File: src/hw/rtl/bae_pkg.sv
// Shared widths and controller/datapath interface types for the encoder.
// No dependencies.
`timescale 1ns / 1ps

package bae_pkg;

  localparam int PROB_W  = 12;
  localparam int BOUND_W = 32;
  localparam int BYTE_W  = 8;
  localparam int PROD_W  = BOUND_W + PROB_W;

  typedef struct packed {
    logic load_in;
    logic load_prod;
    logic update;
    logic shift_emit;
    logic flush_emit;
    logic flush_last;
    logic restart;
  } dp_cmd_t;

  typedef struct packed {
    logic top_match;
    logic out_free;
    logic fin;
  } dp_sts_t;

endpackage

File: src/hw/rtl/bae_ctrl.sv
// Sequencing state machine for the encoder.
// Depends on bae_pkg; drives bae_dpath through dp_cmd_t.
`timescale 1ns / 1ps

module bae_ctrl import bae_pkg::*; (
  input  logic    clk,
  input  logic    rst,
  input  logic    in_valid,
  output logic    in_stall,
  input  dp_sts_t sts,
  output dp_cmd_t cmd
);

  typedef enum logic [2:0] {
    S_IDLE,
    S_MUL,
    S_UPD,
    S_RENORM,
    S_FLUSH
  } state_t;

  state_t     state;
  logic [1:0] flush_cnt;

  always_ff @(posedge clk) begin
    if (rst) begin
      state     <= S_IDLE;
      flush_cnt <= '0;
    end else begin
      case (state)
        S_IDLE: begin
          if (in_valid) begin
            state <= S_MUL;
          end
        end
        S_MUL: begin
          state <= S_UPD;
        end
        S_UPD: begin
          state <= S_RENORM;
        end
        S_RENORM: begin
          if (!sts.top_match) begin
            flush_cnt <= '0;
            state     <= sts.fin ? S_FLUSH : S_IDLE;
          end
        end
        S_FLUSH: begin
          if (sts.out_free) begin
            flush_cnt <= flush_cnt + 2'd1;
            if (flush_cnt == 2'd3) begin
              state <= S_IDLE;
            end
          end
        end
        default: begin
          state <= S_IDLE;
        end
      endcase
    end
  end

  assign in_stall = (state != S_IDLE);

  always_comb begin
    cmd = '0;
    case (state)
      S_IDLE: begin
        cmd.load_in = in_valid;
      end
      S_MUL: begin
        cmd.load_prod = 1'b1;
      end
      S_UPD: begin
        cmd.update = 1'b1;
      end
      S_RENORM: begin
        cmd.shift_emit = sts.top_match && sts.out_free;
      end
      S_FLUSH: begin
        cmd.flush_emit = sts.out_free;
        cmd.flush_last = (flush_cnt == 2'd3);
        cmd.restart    = sts.out_free && (flush_cnt == 2'd3);
      end
      default: begin
        cmd = '0;
      end
    endcase
  end

endmodule

File: src/hw/rtl/bae_dpath.sv
// Bound registers, split multiplier and output register of the encoder.
// Depends on bae_pkg; commanded by bae_ctrl.
`timescale 1ns / 1ps

module bae_dpath import bae_pkg::*; #(
  parameter int PROB_BITS = 12
) (
  input  logic              clk,
  input  logic              rst,
  input  logic              bit_value,
  input  logic [PROB_W-1:0] prob_one,
  input  logic              final_item,
  input  dp_cmd_t           cmd,
  output dp_sts_t           sts,
  output logic              out_valid,
  input  logic              out_stall,
  output logic [BYTE_W-1:0] code_byte,
  output logic              stream_end
);

  localparam int PMAX_INT = (PROB_BITS >= PROB_W) ? ((1 << PROB_W) - 1)
                                                  : ((1 << PROB_BITS) - 1);
  localparam logic [PROB_W-1:0] PROB_MAX = PROB_W'(PMAX_INT);

  logic [BOUND_W-1:0] low;
  logic [BOUND_W-1:0] high;
  logic [BOUND_W-1:0] span;
  logic [PROB_W-1:0]  prob;
  logic               bit_r;
  logic               fin;
  logic [PROD_W-1:0]  prod;

  logic [PROB_W-1:0]  prob_c;
  logic [PROD_W-1:0]  prod_sh;
  logic [BOUND_W-1:0] mid;
  logic               emit;

  always_comb begin
    if (prob_one == '0) begin
      prob_c = PROB_W'(1);
    end else if (prob_one > PROB_MAX) begin
      prob_c = PROB_MAX;
    end else begin
      prob_c = prob_one;
    end
  end

  assign prod_sh = prod >> PROB_BITS;
  assign mid     = low + prod_sh[BOUND_W-1:0];
  assign emit    = cmd.shift_emit || cmd.flush_emit;

  always_ff @(posedge clk) begin
    if (cmd.load_in) begin
      bit_r <= bit_value;
      fin   <= final_item;
      prob  <= prob_c;
      span  <= high - low;
    end
    if (cmd.load_prod) begin
      prod <= {{PROB_W{1'b0}}, span} * {{BOUND_W{1'b0}}, prob};
    end
  end

  always_ff @(posedge clk) begin
    if (rst) begin
      low  <= '0;
      high <= '1;
    end else if (cmd.restart) begin
      low  <= '0;
      high <= '1;
    end else if (cmd.update) begin
      if (bit_r) begin
        high <= mid;
      end else begin
        low <= mid + BOUND_W'(1);
      end
    end else if (cmd.shift_emit) begin
      low  <= {low[BOUND_W-BYTE_W-1:0], {BYTE_W{1'b0}}};
      high <= {high[BOUND_W-BYTE_W-1:0], {BYTE_W{1'b1}}};
    end else if (cmd.flush_emit) begin
      low  <= {low[BOUND_W-BYTE_W-1:0], {BYTE_W{1'b0}}};
    end
  end

  always_ff @(posedge clk) begin
    if (rst) begin
      out_valid <= 1'b0;
    end else if (emit) begin
      out_valid <= 1'b1;
    end else if (!out_stall) begin
      out_valid <= 1'b0;
    end
    if (emit) begin
      code_byte  <= cmd.shift_emit ? high[BOUND_W-1 -: BYTE_W] : low[BOUND_W-1 -: BYTE_W];
      stream_end <= cmd.flush_last;
    end
  end

  assign sts.top_match = (low[BOUND_W-1 -: BYTE_W] == high[BOUND_W-1 -: BYTE_W]);
  assign sts.out_free  = !out_valid || !out_stall;
  assign sts.fin       = fin;

endmodule

File: src/hw/rtl/binary_arith_encoder.sv
// Top level of the carry-less binary arithmetic encoder.
// Depends on bae_pkg, bae_ctrl and bae_dpath.
//
// Input channel: in_valid / in_stall carry one symbol (bit_value), its
// probability of a one (prob_one, clamped to 1..2^min(PROB_BITS,PROB_W)-1) and
// final_item, which closes the stream after this symbol.
// Output channel: out_valid / out_stall carry code_byte; stream_end marks the
// fourth and last flushed byte of a stream.
// Sequence: an item is taken in S_IDLE, the span product is registered in
// S_MUL and the bounds update in S_UPD; S_RENORM then checks the top bytes
// and emits one renormalisation byte each time they match and the output
// register is free. A final item then passes through S_FLUSH, which emits
// four flush bytes. Each item makes a single multiplier pass, and the output
// register takes one byte per cycle while the receiver does not stall.
// in_stall is high outside S_IDLE, which follows loading the item's last byte
// into the output register; the next item is taken while it waits downstream.
// A stalled receiver holds the output register and pauses byte emission.
// Reset sets the bounds to 0 and all ones and empties the output register;
// after a flush the bounds return to the same values for a fresh stream.
`timescale 1ns / 1ps

module binary_arith_encoder import bae_pkg::*; #(
  parameter int PROB_BITS = 12
) (
  input  logic              clk,
  input  logic              rst,
  input  logic              in_valid,
  output logic              in_stall,
  input  logic              bit_value,
  input  logic [PROB_W-1:0] prob_one,
  input  logic              final_item,
  output logic              out_valid,
  input  logic              out_stall,
  output logic [BYTE_W-1:0] code_byte,
  output logic              stream_end
);

  dp_cmd_t cmd;
  dp_sts_t sts;

  bae_ctrl u_ctrl (
    .clk      (clk),
    .rst      (rst),
    .in_valid (in_valid),
    .in_stall (in_stall),
    .sts      (sts),
    .cmd      (cmd)
  );

  bae_dpath #(
    .PROB_BITS (PROB_BITS)
  ) u_dpath (
    .clk        (clk),
    .rst        (rst),
    .bit_value  (bit_value),
    .prob_one   (prob_one),
    .final_item (final_item),
    .cmd        (cmd),
    .sts        (sts),
    .out_valid  (out_valid),
    .out_stall  (out_stall),
    .code_byte  (code_byte),
    .stream_end (stream_end)
  );

endmodule

File: config.mk
export PLATFORM = sky130hd
export DESIGN_NAME = binary_arith_encoder
export DESIGN_NICKNAME = d
export VERILOG_FILES = /design/src/hw/rtl/bae_pkg.sv /design/src/hw/rtl/bae_ctrl.sv /design/src/hw/rtl/bae_dpath.sv /design/src/hw/rtl/binary_arith_encoder.sv
export SDC_FILE = /design/constraint.sdc
export NUM_CORES = 1
export LEC_CHECK = 0
export BUFFER_PORTS_ARGS = -buffer_cell sky130_fd_sc_hd__buf_2
export CAP_MARGIN = 20
export CORE_UTILIZATION = 50
export DETAILED_ROUTE_END_ITERATION = 8
export PLACE_DENSITY_LB_ADDON = 0.12
export SKIP_CTS_REPAIR_TIMING = 1
export SLEW_MARGIN = 20
export SYNTH_ARGS = -nofsm -noshare
export SYNTH_HDL_FRONTEND = slang
export SYNTH_SLANG_ARGS = --single-unit
File: constraint.sdc
create_clock -name clk -period 10.7 [get_ports clk]
set_input_delay 2.14 -clock clk [delete_from_list [all_inputs] [get_ports clk]]
set_output_delay 2.14 -clock clk [all_outputs]
set_load 0.05 [all_outputs]
# Word-level counts from Yosys, hierarchy flattened
# Cells that the tools add are included.
op_classes:
  n_addsub: 4
  multipliers: 1
  n_lt_le_gt_ge: 1
  n_eq_ne: 13
  mux: 25
  reduce_logical: 18
ops:
  columns: ["operator", "count"]
  rows:
  - ["32-bit two-way mux", 7]
  - ["32-bit by 12-bit multiplier with 44-bit output", 1]
  - ["32-bit by 1-bit adder with 32-bit output, second input constant", 1]
  - ["32-bit adder", 1]
  - ["32-bit subtractor", 1]
  - ["3-bit two-way mux", 6]
  - ["3-bit case mux with 5 select lines", 1]
  - ["12-bit greater-than comparator, second input constant", 1]
  - ["12-bit logical NOT", 1]
  - ["12-bit two-way mux", 1]
  - ["8-bit == test", 1]
  - ["8-bit two-way mux", 1]
  - ["2-bit by 1-bit != test with 1-bit output, second input constant", 4]
  - ["3-bit by 2-bit == test with 1-bit output, second input constant", 2]
  - ["1-bit two-way mux", 6]
  - ["2-bit != test, second input constant", 3]
  - ["3-bit nonzero test", 2]
  - ["2-bit two-way mux", 2]
  - ["2-bit case mux with 2 select lines", 1]
  - ["2-bit AND reduction", 2]
  - ["4-bit AND reduction", 1]
  - ["2-bit nonzero test", 2]
  - ["2-bit OR reduction", 2]
  - ["3-bit by 1-bit == test with 1-bit output, second input constant", 1]
  - ["other kinds (8)", 11]
totals:
  regBits: 169
  out_inout_bits: 11
  wordCells: 75

# Longest topological paths before layout
logic_depth:
  ltp_word: 7
  mapped_depth: 24
  ltp_nobuf: 23

# Modules after synthesis
# A second synthesis with hierarchy kept.
hier_totals:
  cells_unflattened: 2304
  area_unflattened_um2: 20762.4
modules_own_cells:
  columns: ["module", "instances", "cells_each", "area_per_inst_um2", "seq_area_each_um2"]
  rows:
  - ["bae_dpath", 1, 2266, 20434.6, 3913.8]
  - ["bae_ctrl", 1, 38, 327.8, 100.1]

# Worst setup path before layout
# No wires, ideal clock.
synth_timing:
  path_type: "register to register"
  start: "register u_dpath.prob[6]"
  end: "register u_dpath.prod[38], data pin"
  setup_ns: 0.262
  arrival_time_ns: 5.884
  required_ns: 10.438
  setup_slack_ns: 4.554
  stages_incl_launch_ff: 23
  n_path_buf: 1
  path_cell_list: "edfxtp_1 clkbuf_1 nand2_1 fa_1 inv_1 fa_1 fa_1 fa_1 inv_1 fa_1 inv_1 ha_1 a21o_1 a21o_1 a2111o_1 a311oi_4 o31ai_4 a311oi_4 o21a_2 o21bai_1 a21oi_2 o21ai_1 xor2_1"
synth_via:
  elab_chain_cells: 1
synth_rtl:
  columns: ["element", "line", "text"]
  rows:
  - ["start, declared", "bae_dpath.sv:28", "logic [PROB_W-1:0] prob;"]
  - ["start signal, assigned", "bae_dpath.sv:56", "prob <= prob_c;"]
  - ["32-bit by 12-bit multiplier with 44-bit output", "bae_dpath.sv:60", "prod <= {{PROB_W{1'b0}}, span} * {{BOUND_W{1'b0}}, prob};"]
  - ["end signal, assigned", "bae_dpath.sv:60", null]
  - ["end, declared", "bae_dpath.sv:31", "logic [PROD_W-1:0] prod;"]
# Every way passes these cells.
# A chain may end at the register's enable or synchronous reset.

# Final worst setup path
layout_timing:
  start: "register u_dpath.prob[3]"
  end: "register u_dpath.prod[37], data pin"
# Same word-level chain as after synthesis.

==> flow_summary_export.csv <==
group,metric,value,unit
clock_tree,clock_path_buffers,2,
synth,ys_ff_latch,157,
synth,syn_nets,2895,
synth,ys.flop_type,"edfxtp_1",
min_path,hp-class,"reg -> reg",
routing,vias,16400,
routing,final_antenna_net_count,0,
synth,async_flop_share,0,%
floorplanning,start_util,50.6,%
grt,antenna_found_initial,0,
critical_path,cp.arrival,6.92,ns
synth,ys_seq_area_share,19.0,%
status,status,"finished, final reports clean",
synth,syn_inst,2434,
clock_tree,cts_tree,"done",
flow_run,max-cap-violations,0,
grt,track_usage,27.1,%
clock_tree,numClockSinks,157,
routing,remaining_drc_errors,0,
critical_path,critPathSlowestCell,"fa_1",
sta,tightest_slew,0.962,ns
sta,fin_crit_sh,62.8,%
critical_path,cp_common_cell,"fa_1",
critical_path,crit_fanout,32,
clock_tree,root_buffer,"clkbuf_16",
synth,synth_edf_count,87,
floorplanning,die_y,208,um
routing,drt-pass1-iter-count,5,
layout,finalNetCount,2841,
routing,routed_wl,55500,um
sta,drv_slew,0,
synth,syn-cell-area,0.0212,sq mm
sta,rsz0062_at_grt,"no",
layout,final_common_cell,"nand2_1",
floorplanning,ioPinCount,29,
layout,syn_to_final_growth,5.16,%
grt,grt_pass1_vias,17200,
synth,synth_largest_area_cell,"fa_1",
sta,setup_viol,0,
place,io_buffers,28,
critical_path,crit_required,10.91,ns
layout,num_antenna_cells,0,
sta,fmax,149,MHz
sta,final.setup_skew,0.00975,ns
critical_path,critPathLaunchType,"flop",
critical_path,crit_type,"reg -> reg",
critical_path,end_kind,"flop",
synth,syn_avg_cell_area,8.70,sq um
place,gp_congestion,0.873,
routing,vias_per_cell,5.60,
sta,slew_headroom,35.5,%
sta,post-route-min-period,6.72,ns
sta,fin_setup_tns,0,ns
critical_path,slowest_delay,0.59,ns
grt,grt_overflow,0,
critical_path,crit_chain,"buf_4 -> nand2_1 -> fa_1 -> fa_1 -> fa_1 -> inv_1 -> fa_1 -> inv_1 -> fa_1 -> inv_1 -> ha_1 -> a2111oi_0 -> o21ai_1 -> o22a_1 -> a311oi_4 -> o31ai_4 -> a21oi_1 -> o31ai_1 -> o21ai_0 -> nor2b_1 -> o21ai_0 -> xor2_1",
routing,wl_per_cell,18.9,um
clock_tree,clk_pin_slew_worst_paths,0.07,ns
clock_tree,clock_latency,0.46,ns
synth,ys_warn_count,0,
floorplanning,die_area,0.0432,sq mm
floorplanning,fp-row-count,75,
place,place_hpwl,43900,um
routing,drt_iter0_drc,1242,
synth,ys_types,80,
layout,layout-drive-gt1-share,5.39,%
clock_tree,cts_made_buffers,17,
floorplanning,die_w,208,um
grt,grt_max_degree,47,
sta,hold_violations,0,
grt,grt_pass1_wl,91600,um
clock_tree,ctsHtreeMaxLevel,4,
synth,synth_area_leaders,"fa_1, edfxtp_1, ha_1",
layout,layout_common_cells,"nand2_1, inv_1, fa_1",
floorplanning,core_area,0.0419,sq mm
synth,netlist.area_leader.share,28.5,%
[area by class of cell]
cell class | count | area [sq um]
Clock inverter | 13 | 104
Timing Repair Buffer | 52 | 320
Sequential cell | 157 | 4010
Multi-Input combinational cell | 1762 | 15200
Tap cell | 539 | 674
Inverter | 390 | 1460
Clock buffer | 19 | 453
Fill cell | 3992 | 19600
[critical path: cells and delay by family (launching register included)]
| kind | cells | cell delay (ns) |
|---|---|---|
| AO/OA/AOI/OAI | 9 | 2.28 |
| AND/OR/NAND/NOR | 2 | 0.38 |
| flip-flops | 1 | 0.33 |
| buffers and inverters | 4 | 0.48 |
| XOR/XNOR | 1 | 0.15 |
| adder cells (fa/ha/maj) | 6 | 2.83 |
[per-layer routing]
layer	global-route usage [%]	vias to the layer above	share of wire [%]
met4	6.87	0	1.9
li1	-	7713	-
met1	38.1	8149	45
met5	0	-	0
met2	44.4	485	48
met3	3.49	70	5.7
[kinds of logic (layout without fill, tap and decap cells)]
logic type | count (synthesis) | in the layout | share of synthesized area, %
XOR/XNOR | 109 | 109 | 4.58
flip-flops | 157 | 157 | 19.0
AND/OR/NAND/NOR | 805 | 805 | 17.7
AO/OA/AOI/OAI | 400 | 400 | 12.5
multiplexers | 5 | 5 | 0.236
adder cells (fa/ha/maj) | 443 | 443 | 36.9
buffers and inverters | 515 | 474 | 9.19
[synthesized netlist by cell type, types with 22 or more instances]
master,n
nand2_1,410
inv_1,390
fa_1,301
ha_1,142
nor2_1,118
clkbuf_1,113
a21oi_1,110
and2_1,110
o21ai_0,89
edfxtp_1,87
dfxtp_1,70
xnor2_1,62
a21o_1,47
xor2_1,45
nand3_1,42
nor3_1,30
o211ai_1,22
[state kept, by name, indices dropped and copies added, names as in the netlist]
| register | cells |
|---|---|
| u_dpath.prod | 32 |
| u_dpath.fin | 1 |
| u_ctrl.state | 3 |
| u_dpath.out_valid | 1 |
| u_dpath.prob | 12 |
| u_ctrl.flush_cnt | 2 |
| u_dpath.code_byte | 8 |
| u_dpath.high | 32 |
| u_dpath.stream_end | 1 |
| u_dpath.bit_r | 1 |
| u_dpath.span | 32 |
| u_dpath.low | 32 |
[path summary, 6_finish.rpt]
path | end | cells past startpoint | start | slack (ns)
hold / removal | u_dpath.high[31]$_SDFFE_PP1P_ | 2 | u_dpath.high[31]$_SDFFE_PP1P_ | 0.49
setup reg to reg | u_dpath.prod[37]$_DFFE_PP_ | 22 | u_dpath.prob[3]$_SDFFCE_PN0P_ | 3.98
hold reg to reg | u_dpath.high[31]$_SDFFE_PP1P_ | 2 | u_dpath.high[31]$_SDFFE_PP1P_ | 0.49
setup / recovery | u_dpath.prod[37]$_DFFE_PP_ | 22 | u_dpath.prob[3]$_SDFFCE_PN0P_ | 3.98
[metrics by stage]
step | std cells | setup WS (ns) | area, sq um | utilization (%) | hold WS [ns]
2_1_floorplan | 2434 | 4.55 | 21200 | - | 0.456
3_3_place_gp | 2900 | 4.19 | 21700 | 51.8 | 0.470
3_5_place_dp | 2900 | 4.04 | 21700 | 51.8 | 0.474
4_1_cts | 2932 | 4.01 | 22300 | 53.2 | 0.492
5_1_grt | 2932 | 3.59 | 22300 | 53.2 | 0.515
6_report | 2932 | 3.98 | 22300 | 53.2 | 0.494
Power is left out: the tool's default activity adds up to more than one toggle a clock period on the data nets, which glitch-free logic cannot reach.
